<file path="config.mk">
export PLATFORM = sky130hd
export DESIGN_NAME = mbba_cell
export DESIGN_NICKNAME = d
export VERILOG_FILES = /design/src/hdl/mbba_pkg.sv /design/src/hdl/mbba_cell.sv
export SDC_FILE = /design/constraint.sdc
export NUM_CORES = 1
export LEC_CHECK = 0
export BUFFER_PORTS_ARGS = -buffer_cell sky130_fd_sc_hd__buf_2
export CORE_MARGIN = 10
export CORE_UTILIZATION = 53
export DETAILED_ROUTE_END_ITERATION = 6
export HOLD_SLACK_MARGIN = 0.02
export PLACE_DENSITY_LB_ADDON = 0.2
export SYNTH_ARGS = -nofsm -noshare
export SYNTH_HDL_FRONTEND = slang
export SYNTH_SLANG_ARGS = --single-unit
</file>
<file path="constraint.sdc">
create_clock -name clk -period 10.3 [get_ports clk]
set_input_delay 0.515 -clock clk [delete_from_list [all_inputs] [get_ports clk]]
set_output_delay 0.515 -clock clk [all_outputs]
set_load 0.01 [all_outputs]
</file>
<file path="src/hdl/mbba_pkg.sv">
// ----------------------------------------------------------------------------
// mbba_pkg: shared types and constants of the multi-block bump allocator
// Payload structs, status codes, the scan token that runs down the block
// cells and the write bundle that opens a new block.
// ----------------------------------------------------------------------------
package mbba_pkg;

	localparam int MAX_BLOCKS_DEF   = 16;
	localparam int GROWTH_LIMIT_DEF = 33554432;
	localparam int GROWTH_DIV       = 4;
	localparam int GROWTH_SHIFT     = 2;

	localparam int TYPE_W  = 5;
	localparam int SIZE_W  = 40;
	localparam int ALIGN_W = 32;
	localparam int SLOT_W  = 8;   // holds any slot number up to 256 blocks
	localparam int OUTIX_W = 4;

	localparam logic [SIZE_W-1:0] MIN_BLOCK_RESET = 40'd4194304;

	typedef enum logic [1:0] {
		ST_PLACED = 2'd0,
		ST_NEW    = 2'd1,
		ST_BAD    = 2'd2,
		ST_FULL   = 2'd3
	} status_t;

	typedef enum logic [1:0] {
		FSM_IDLE,
		FSM_SCAN,
		FSM_GROW,
		FSM_PLACE
	} fsm_t;

	typedef struct packed {
		logic [TYPE_W-1:0]  memory_type;
		logic [SIZE_W-1:0]  request_size;
		logic [ALIGN_W-1:0] alignment;
	} req_t;

	typedef struct packed {
		status_t             status;
		logic [OUTIX_W-1:0]  block_index;
		logic [SIZE_W-1:0]   offset;
		logic [SIZE_W-1:0]   new_block_size;
	} rsp_t;

	// Request token handed from cell to cell, one cell per cycle
	typedef struct packed {
		logic               live;
		logic               found;
		logic               have_free;
		logic [TYPE_W-1:0]  mem_type;
		logic [SIZE_W-1:0]  size;
		logic [ALIGN_W-1:0] mask;       // alignment minus one
		logic [SLOT_W-1:0]  slot;       // slot of the placement
		logic [SLOT_W-1:0]  free_slot;  // lowest free slot seen
		logic [SIZE_W-1:0]  off;
	} tok_t;

	// Opens a new block in one cell
	typedef struct packed {
		logic               en;
		logic [SLOT_W-1:0]  slot;
		logic [TYPE_W-1:0]  mem_type;
		logic [SIZE_W-1:0]  cap;
		logic [SIZE_W-1:0]  next_off;
	} wr_t;

endpackage

</file>
<file path="src/hdl/mbba_cell.sv">
// ----------------------------------------------------------------------------
// mbba_cell: one block slot of the allocator
// Holds one block entry, checks the passing request token against it, bumps
// its offset on a fit and hands the token on to the next cell.
// ----------------------------------------------------------------------------
module mbba_cell #(
	parameter int INDEX = 0
) (
	input  logic          clk,
	input  logic          arst_n,
	input  mbba_pkg::tok_t tok_in,
	input  mbba_pkg::wr_t  wr,
	output mbba_pkg::tok_t tok_out
);

	logic                          valid_q;
	logic [mbba_pkg::TYPE_W-1:0]   type_q;
	logic [mbba_pkg::SIZE_W-1:0]   cap_q;
	logic [mbba_pkg::SIZE_W-1:0]   next_q;
	mbba_pkg::tok_t                tok_q;
	mbba_pkg::tok_t                tok_d;

	logic [mbba_pkg::SIZE_W:0]     rnd_sum;
	logic [mbba_pkg::SIZE_W-1:0]   off;
	logic [mbba_pkg::SIZE_W:0]     end_sum;
	logic                          fits;
	logic                          wr_hit;

	localparam logic [mbba_pkg::SLOT_W-1:0] MY_SLOT = mbba_pkg::SLOT_W'(INDEX);

	always_comb begin
		rnd_sum = {1'b0, next_q}
			+ {{(mbba_pkg::SIZE_W + 1 - mbba_pkg::ALIGN_W){1'b0}}, tok_in.mask};
		off     = rnd_sum[mbba_pkg::SIZE_W-1:0]
			& ~{{(mbba_pkg::SIZE_W - mbba_pkg::ALIGN_W){1'b0}}, tok_in.mask};
		end_sum = {1'b0, off} + {1'b0, tok_in.size};
		fits    = tok_in.live && !tok_in.found && valid_q
			&& (type_q == tok_in.mem_type) && !rnd_sum[mbba_pkg::SIZE_W]
			&& (end_sum <= {1'b0, cap_q});
		wr_hit  = wr.en && (wr.slot == MY_SLOT);

		tok_d = tok_in;
		if (fits) begin
			tok_d.found = 1'b1;
			tok_d.slot  = MY_SLOT;
			tok_d.off   = off;
		end
		if (!valid_q && !tok_in.have_free) begin
			tok_d.have_free = 1'b1;
			tok_d.free_slot = MY_SLOT;
		end
	end

	always_ff @(posedge clk or negedge arst_n) begin
		if (!arst_n) begin
			valid_q <= 1'b0;
			tok_q   <= '0;
		end else begin
			tok_q <= tok_d;
			if (wr_hit) begin
				valid_q <= 1'b1;
			end
		end
	end

	always_ff @(posedge clk) begin
		if (wr_hit) begin
			type_q <= wr.mem_type;
			cap_q  <= wr.cap;
			next_q <= wr.next_off;
		end else if (fits) begin
			next_q <= end_sum[mbba_pkg::SIZE_W-1:0];
		end
	end

	assign tok_out = tok_q;

endmodule

</file>
==> results of run 1 <==
-- area by class of cell --
type                            instances  area, µm²
Inverter                               59        223
Antenna cell                            1       2.50
Tap cell                              313        392
Sequential cell                       222       5980
Clock buffer                           44        873
Multi-Input combinational cell        834       5990
Fill cell                            1787       7420
Timing Repair Buffer                  373       1890
-- cell usage in the layout (no fill, tap or decap), types with 5 or more instances in the layout --
cell type,count
buf_2,366
nand2_1,143
dfrtp_1,137
ha_1,111
edfxtp_1,85
nor2_1,83
a21oi_1,75
inv_1,58
xnor2_1,45
a21o_1,43
o21ai_0,41
xor2_1,33
mux2_4,31
clkbuf_16,30
nand3_1,25
nand4_1,22
nor2b_1,19
nor3_1,18
mux2_2,16
a211oi_1,13
o21bai_1,10
o211ai_1,9
nor4_1,7
nand2b_1,7
clkbuf_1,7
clkbuf_8,7
and3_1,6
and2_1,5
a21boi_0,5
o31ai_1,5
buf_4,5
-- flip-flops by register name, summed over array words and instances (netlist names) --
| signal | flops |
|---|---|
| tok_out | 136 |
| cap_q | 40 |
| next_q | 40 |
| type_q | 5 |
| valid_q | 1 |
-- metrics by stage --
stage | setup WS (ns) | instances | hold slack (ns) | cell area [µm²]
after floorplan | 2.90 | 1140 | 0.219 | 12300
after global routing | 1.19 | 1846 | 0.107 | 15400
after global placement | 2.01 | 1800 | 0.483 | 14500
after detailed placement | 1.81 | 1800 | 0.489 | 14500
final | 1.89 | 1846 | 0.130 | 15400
after CTS | 1.97 | 1845 | 0.108 | 15400
-- worst register-to-register path: cells and delay by family (launching register included) --
family | cells | cell delay [ns]
compound gates | 15 | 3.56
xor+xnor | 2 | 0.39
fa+ha+maj | 3 | 1.10
flops | 1 | 0.40
simple gates | 9 | 2.55
-- cell families (layout without fill, tap and decap cells) --
group,count (synthesis),in the layout,synth area share
AND/OR/NAND/NOR,359,359,0.137
multiplexers,47,47,0.0524
buffers and inverters,84,476,0.0278
adder cells (fa/ha/maj),113,113,0.116
XOR/XNOR,78,78,0.0555
AO/OA/AOI/OAI,237,237,0.125
flip-flops,222,222,0.486
other,0,1,0
-- synth_stat cells, types with 18 or more instances --
cell type  number
nor2_1         83
o21ai_0        41
edfxtp_1       85
nand2_1       144
clkbuf_1       18
inv_1          58
xnor2_1        45
a21o_1         43
a21oi_1        75
mux2_4         31
nor3_1         18
nand4_1        22
nor2b_1        19
dfrtp_1       137
xor2_1         33
ha_1          111
nand3_1        25
-- final timing paths --
kind                                     end        start  slack [ns]
worst max-delay path              next_q[16]    next_q[0]        1.89
worst min-delay path            tok_out[135]  tok_in[135]        0.13
worst max register to register    next_q[16]    next_q[0]        1.89
worst min register to register  tok_out[133]      valid_q        0.51
max in group asynchronous       tok_out[134]       arst_n        8.42
min in group asynchronous        tok_out[12]       arst_n        0.56
-- metal layers --
metal | share of wire | vias to the layer above | wire [µm]
met5 | 0.00049 | - | 18
met4 | 0.015 | 2 | 541
met3 | 0.084 | 48 | 3060
met2 | 0.49 | 390 | 18000
met1 | 0.41 | 4724 | 15000
li1 | - | 4841 | -
-- repair_timing --
item / CTS / global route
hold buffers: 1 / 0
endpoints found under the hold margin: 65 / 0
setup endpoints to repair: 0 / 0
-- report_power, final --
group	switching [W]	internal, W	total, W
Sequential	0.00000645	0.000956	0.000962
Clock	0.000346	0.000570	0.000916
Combinational	0.000279	0.000206	0.000486
Total	0.000632	0.00173	0.00236
==> summary.md, run 1 <==
| Metric | Value |
|---|---|
| Status | complete, no violations |
| Worst path max stage delay | 0.84 ns |
| DR iter-0 viols | 736 |
| Most Used Layer, Global Route | met2 |
| Post-layout min period | 8.41 ns |
| Die Width | 172 µm |
| Vias | 10,000 |
| Final Power | 0.00236 W |
| Starting density of the core | 0.541 |
| GRT met1 Usage | 0.300 |
| Final Hold Viols | 0 |
| WHS Path Cells | 1 |
| Synth area leaders | dfrtp_1, edfxtp_1, ha_1, nand2_1, mux2_4 |
| Clk slew on worst S/H paths | 0.06 ns |
| Die area | 29,700 µm² |
| Largest net degree at the start of global routing | 73 |
| Synth warn | 0 |
| Synth unique cells | 68 |
| Clk_skew | 0.0120 ns |
| Post-CTS setup buffers | 0 |
| Length in cells of the worst reg-to-reg path | 29 |
| Post-Synthesis Cells | 1,140 |
| Final Util | 0.674 |
| I/O Buffers | 367 |
| Met3 global-route usage | 0.0547 |
| Worst Path Arrival | 8.53 ns |
| Clk root buf | clkbuf_16 |
| Max Cap Violations | 0 |
| CP bufs+invs | 0 |
| Met2 global-route usage | 0.408 |
| Worst path slowest cell | nand2_2 |
| Average wire per standard cell | 19.8 µm |
| RSZ-0062 raised after global routing | no |
| Global placement routability congestion | 0.967 |
| Clk Latency, worst-skew pair | 0.52 ns |
| Peak fanout along the critical path | 40 |
| Top_reg_cell synth | dfrtp_1 |
| DRC Markers | 0 |
| H-tree level count | 1 |
| DPL Wire Length | 29.6 mm |
| Max Clk Rate | 119 MHz |
| Ports | 368 |
| Cts repair resizes | 0 |
| Final Cycle Share | 0.816 |
| Hold WC Path Type | input pin to register |
| CP Data Required Time | 10.42 ns |
| Crit path capture type | register |
| Top cell type's share of synthesized area | 0.278 |
| FP Rows | 55 |
| Number of global-route vias before repair | 10,200 |
| Synth async-reset ratio | 0.617 |
| Initial antenna violation count | 3 |
| Sequential area share after synthesis | 0.486 |
| Die H | 172 µm |
| Post-synth EDFFs | 85 |
| Via density | 5.42 |
| LEAKAGE | 7.43 nW |
| Register bit total from synthesis | 222 |
| Routed wire length | 36.6 mm |
| Yosys top cell by area | dfrtp_1 |
| Cell Area, Synth | 12,300 µm² |
| Nets@finish | 1,859 |
| Pwr dens | 154 nW/µm² |
| Area grow syn2layout | 24.7% |
| Type of origin of the critical path | register |
| Least-Margin Pin Slew | 1.14 ns |
| Share of cells above drive strength 1 | 0.306 |
| First-pass GRT wire length | 55.3 mm |
| Core ar. | 22,800 µm² |
| Crit-path leading delay family | compound AO/OA/AOI/OAI gates |
| CTS Buf Count | 24 |
| Syn nets | 1,485 |
| Maximum root-to-sink buffer count | 3 |
| Pre-antenna DRT Iters | 7 |
| CP Class | register to register |
| Total gr overflow | 0 |
| ANT nets after route | 0 |
| Slew Limit Fails | 0 |
| TritonCTS clock tree | built |
| VDD IR max | 0.128 mV |
| WP depth | 29 |
| Global-route usage over all layers | 0.238 |
| Max-slew headroom | 0.235 |
| Clk sinks | 222 |
| Final setup viols | 0 |
| Mapped Avg Cell Area | 10.8 µm² |
| Fin Setup TNS | 0 ns |
(Power assumes the default switching activity.)
==> run 2, diff against run 1 <==
clock period = 7.9 ns   (was 10.3 ns; I/O delays follow)
==> summary.md, run 2 (synthesis gave the netlist of run 1 again) <==
| Metric | Value |
|---|---|
| Peak fanout along the critical path | 15 (-63%) |
| Worst hold slack | 0.0365 ns (-0.0937 ns) |
| Core ar. | 22,800 µm² (unchanged) |
| Clk slew on worst S/H paths | 0.05 ns (about the same) |
| Worst path max stage delay | 0.53 ns (-0.31 ns) |
| Sw frac | 0.274 (+0.00706) |
| DR iter-0 viols | 660 (-10%) |
| Worst path slowest cell | dlygate4sd3_1 |
| Max-slew headroom | 0.412 (+0.178) |
| Maximum root-to-sink buffer count | 3 (unchanged) |
| Initial antenna violation count | 5 (+2) |
| Clk sinks | 222 (unchanged) |
| Final Cycle Share | 0.961 |
| Least-Margin Pin Slew | 0.881 ns (-0.262 ns) |
| Die H | 172 µm (unchanged) |
| CP Class | input pin to register |
| WHS Path Cells | 1 (unchanged) |
| Fill count | 1,666 (-6.8%) |
| First-pass GRT wire length | 56.4 mm (+1.9%) |
| TritonCTS clock tree | built |
| Hold WC Path Type | input pin to register |
| Max reg flops | 136 (unchanged) |
| Clk root buf | clkbuf_16 |
| Clk Latency, worst-skew pair | 0.52 ns (about the same) |
| I/O Buffers | 367 (unchanged) |
| Vias | 10,300 (+3.3%) |
| Via density | 5.38 (-0.75%) |
| Slew Limit Fails | 0 (unchanged) |
| Die Width | 172 µm (unchanged) |
| FP Rows | 55 (unchanged) |
| Global placement routability congestion | 0.952 (-1.5%) |
| Pwr dens | 189 nW/µm² (+23%) |
| Post-CTS setup buffers | 0 (unchanged) |
| Final Hold Viols | 0 (unchanged) |
| DRC Markers | 0 (unchanged) |
| Post-layout min period | 7.59 ns |
| Largest net degree at the start of global routing | 73 (unchanged) |
| Clock power share | 0.368 (-0.020) |
| Total gr overflow | 0 (unchanged) |
| Type of origin of the critical path | input pin |
| Starting density of the core | 0.541 (unchanged) |
| Gate power share | 0.219 (+0.013) |
| Most frequent cells in the layout | buf_2, nand2_1, dfrtp_1, ha_1, edfxtp_1 |
| Crit path launch | tok_in[56] |
| Number of global-route vias before repair | 10,500 (+3.4%) |
| Worst r2r src | next_q[0] |
| H-tree level count | 1 (unchanged) |
| CTS Buf Count | 25 (+4.2%) |
| Clk_skew | 0.0132 ns (+0.00119 ns) |
| DPL Wire Length | 29.2 mm (-1.2%) |
| Nets@finish | 1,932 (+3.9%) |
| Length in cells of the worst reg-to-reg path | 30 (+3.4%) |
| Min-Delay Startpoint | tok_in[73] |
| VDD IR max | 0.200 mV (+56%) |
| Max Cap Violations | 0 (unchanged) |
| Final setup viols | 0 (unchanged) |
| Leading cell type in the layout, fill and taps excluded | buf_2 |
| Crit path capture type | register |
| Routed wire length | 38.1 mm (+3.9%) |
| ANT nets after route | 0 (unchanged) |
| Sequential Power Share | 0.412 (+0.005) |
| Global-route usage over all layers | 0.243 (+0.00550) |
| Area grow syn2layout | 30.7% |
| LEAKAGE | 7.73 nW (+4.0%) |
| Sw Pwr | 0.000835 W (+32%) |
| Average wire per standard cell | 19.8 µm (-0.15%) |
| Cell mode on critical path | o31ai_2 |
| Status | complete, no violations |
| CP Data Required Time | 8.29 ns (-2.13 ns) |
| Share of cells above drive strength 1 | 0.309 (+0.00247) |
| Final Power | 0.00304 W (+29%) |
| Ports | 368 (unchanged) |
| Internal Power | 0.00221 W (+27%) |
| Worst Path Arrival | 7.98 ns (-0.55 ns) |
| Pre-antenna DRT Iters | 5 (-2) |
| Max Clk Rate | 132 MHz |
| Die area | 29,700 µm² (unchanged) |
## run 2: layer usage
layer  track usage  share of wire
met5             0        0.00034
met4        0.0678          0.024
met3        0.0536          0.072
met2         0.418           0.50
met1         0.301           0.41
## run 2: stage by stage
stage	area, µm²	util	TNS (ns)	instances	setup WS, ns
final	16100	0.707	0	1921	0.307
after global routing	16100	0.707	-3.20	1921	-0.0764
after CTS	16000	0.701	0	1914	0.106
after detailed placement	14600	0.641	0	1812	0.176
after global placement	14600	0.641	0	1812	0.345
after floorplan	12300	-	0	1140	0.622
## run 2: what timing repair did
action                     in CTS  in global routing
hold buffers                   58                  1
setup endpoints to repair       0                 89
hold endpoints to repair      122                  1
resized for setup               0                 20
## run 2: area by class of cell
class                           instances  area (µm²)  share of cell area
Antenna cell                            4        10.0            0.000622
Clock buffer                           36         728              0.0452
Clock inverter                          8        66.3             0.00412
Timing Repair Buffer                  445        2640               0.164
Multi-Input combinational cell        834        6060               0.376
Inverter                               59         223              0.0138
Tap cell                              313         392              0.0243
Sequential cell                       222        5980               0.371
## run 2: worst paths after layout
check	slack, ns	endpoint
max	0.31	tok_out[17]
min	0.04	tok_out[73]
max reg2reg	0.45	tok_out[17]
min reg2reg	0.52	tok_out[133]
max in group asynchronous	6.16	tok_out[127]
min in group asynchronous	0.44	tok_out[102]
## run 2: power by group through the flow
stage	logic, W	registers [W]	clock network, W
6_report	0.000667	0.00126	0.00112
3_3_place_gp	0.000619	0.00128	0
4_1_cts	0.000658	0.00125	0.00114
3_5_place_dp	0.000630	0.00128	0
2_1_floorplan	0.000373	0.00130	0
5_1_grt	0.000740	0.00126	0.00119
## run 2: worst max-delay path, delay by kind of cell
kind,cells,cell delay [ns]
fa+ha+maj,3,1.11
buf+inv,4,1.16
mux,1,0.31
simple gates,5,0.99
compound gates,17,3.64
xor+xnor,2,0.35
==> run 3, diff against run 2 <==
CORE_MARGIN = default   (was 10)
CORE_UTILIZATION = 35   (was 53)
CTS_BUF_LIST = sky130_fd_sc_hd__clkbuf_8   (was default)
==> summary.md, run 3 (synthesis gave the netlist of run 1 again) <==
| Metric | Value |
|---|---|
| TritonCTS clock tree | built |
| Clk sinks | 222 (unchanged) |
| Area grow syn2layout | 42.4% |
| Worst Path Arrival | 7.73 ns (-0.25 ns) |
| Pwr dens | 177 nW/µm² (-6.4%) |
| DPL Wire Length | 28.7 mm (-1.9%) |
| Routed wire length | 38.2 mm (+0.26%) |
| Clk Latency, worst-skew pair | 0.59 ns (+0.07 ns) |
| RSZ-0062 raised after global routing | no |
| Final Hold Viols | 0 (unchanged) |
| Least-Margin Pin Slew | 0.835 ns (-0.0466 ns) |
| Clk root buf | clkbuf_8 |
| Share of cells above drive strength 1 | 0.295 (-0.0137) |
| Vias | 10,800 (+4.1%) |
| Max Cap Violations | 0 (unchanged) |
| Max reg flops | 136 (unchanged) |
| WHS Path Cells | 2 (+1) |
| Crit path capture type | register |
| CP Class | input pin to register |
| Die H | 190 µm (+9.9%) |
| Most frequent cells in the layout | buf_2, dlygate4sd3_1, nand2_1, dfrtp_1, ha_1 |
| Average wire per standard cell | 17.3 µm (-13%) |
| Number of global-route vias before repair | 11,000 (+3.9%) |
| Largest net degree at the start of global routing | 77 (+5.5%) |
| Final Power | 0.00310 W (+1.9%) |
| Min-Delay Endpoint | tok_out[37] |
| CTS Buf Count | 40 (+60%) |
| ANT nets after route | 0 (unchanged) |
| Reg-to-reg setup timing slack | 0.53 ns (+0.08 ns) |
| Clk slew on worst S/H paths | 0.07 ns (+0.02 ns) |
| Worst path max stage delay | 0.53 ns (about the same) |
| Max-slew headroom | 0.444 (+0.0311) |
| Final Cycle Share | 0.943 (-0.0183) |
| Ports | 368 (unchanged) |
| Post-layout min period | 7.45 ns (-0.144 ns) |
| H-tree level count | 2 (+1) |
| VDD IR max | 0.116 mV (-42%) |
| Hold WC Path Type | input pin to register |
| First-pass GRT wire length | 58.4 mm (+3.6%) |
| I/O Buffers | 367 (unchanged) |
| Nets@finish | 2,066 (+6.9%) |
| Fin Setup TNS | 0 ns (unchanged) |
| Cell mode on critical path | o31ai_2 |
| Total gr overflow | 0 (unchanged) |
| Pre-antenna DRT Iters | 5 (unchanged) |
| Slew Limit Fails | 0 (unchanged) |
| Core ar. | 34,500 µm² (+52%) |
| Maximum root-to-sink buffer count | 3 (unchanged) |
| Global-route usage over all layers | 0.212 (-0.0315) |
| LEAKAGE | 8.31 nW (+7.5%) |
| Worst hold slack | 0.0664 ns (+0.0298 ns) |
| CP Data Required Time | 8.18 ns (-0.11 ns) |
| Global placement routability congestion | 0.899 (-5.6%) |
| Length in cells of the worst reg-to-reg path | 30 (unchanged) |
| Status | complete, no violations |
| Via density | 4.87 (-9.5%) |
| Initial antenna violation count | 3 (-2) |
| Clk_skew | 0.0291 ns (+0.0160 ns) |
| Min-Delay Startpoint | tok_in[37] |
| Type of origin of the critical path | input pin |
| Worst r2r src | next_q[0] |
| Peak fanout along the critical path | 20 (+5) |
| DR iter-0 viols | 648 (-1.8%) |
| Starting density of the core | 0.356 (-0.184) |
| Die Width | 190 µm (+9.9%) |
| Max Clk Rate | 134 MHz (+1.9%) |
| Leading cell type in the layout, fill and taps excluded | buf_2 |
| Die area | 35,900 µm² (+21%) |
| Reg2reg end | next_q[31] |
| Worst path slowest cell | dlygate4sd3_1 |
| FP Rows | 68 (+24%) |
| DRC Markers | 0 (unchanged) |
| Final setup viols | 0 (unchanged) |
run 3: metal layers:
metal	track usage	part of all wire	vias up
li1	-	-	5265
met1	0.274	0.45	5071
met2	0.354	0.47	363
met4	0.0769	0.025	2
met5	0	0.00034	-
met3	0.0360	0.053	54
run 3: how the worst max path moves through the flow:
stage	from	to	slack, ns	depth (start not counted)
CTS	tok_in[56]	tok_out[1]	0.11	33
floorplan	tok_in[56]	next_q[0]	0.62	31
global route	tok_in[56]	next_q[31]	0.02	32
finish	tok_in[61]	next_q[31]	0.45	31
global placement	tok_in[58]	tok_out[3]	0.06	32
detailed placement	tok_in[56]	tok_out[3]	0.07	32
run 3: critical path: cells and delay by family:
family,cells,cell delay (ns)
buffers and inverters,4,1.09
AO/OA/AOI/OAI,18,3.95
XOR/XNOR,2,0.35
adder cells (fa/ha/maj),3,1.02
AND/OR/NAND/NOR,4,0.93
run 3: layout make-up:
class | count | area, µm²
Antenna cell | 2 | 5.00
Clock buffer | 47 | 647
Tap cell | 455 | 569
Multi-Input combinational cell | 834 | 6090
Sequential cell | 222 | 5980
Clock inverter | 27 | 191
Fill cell | 3216 | 17000
Inverter | 59 | 223
Timing Repair Buffer | 564 | 3820
run 3: power breakdown:
part	total (W)	internal, W	switching [W]
clock network	0.00113	0.000640	0.000488
registers	0.00126	0.00125	0.00000989
logic	0.000716	0.000334	0.000382
total	0.00310	0.00222	0.000880
run 3: timing repair:
action / in CTS / in global routing
gates resized for setup: 0 / 24
hold buffers: 181 / 0
endpoints found under the setup margin: 0 / 89
setup buffers: 0 / 2
hold endpoints to repair: 255 / 0
run 3: metrics by stage:
step	util	cell area, µm²	setup WS (ns)	std cells
6_report	0.507	17500	0.451	2210
2_1_floorplan	-	12300	0.622	1140
3_3_place_gp	0.426	14700	0.0609	1950
3_5_place_dp	0.426	14700	0.0655	1950
4_1_cts	0.503	17400	0.112	2205
5_1_grt	0.507	17500	0.0185	2210
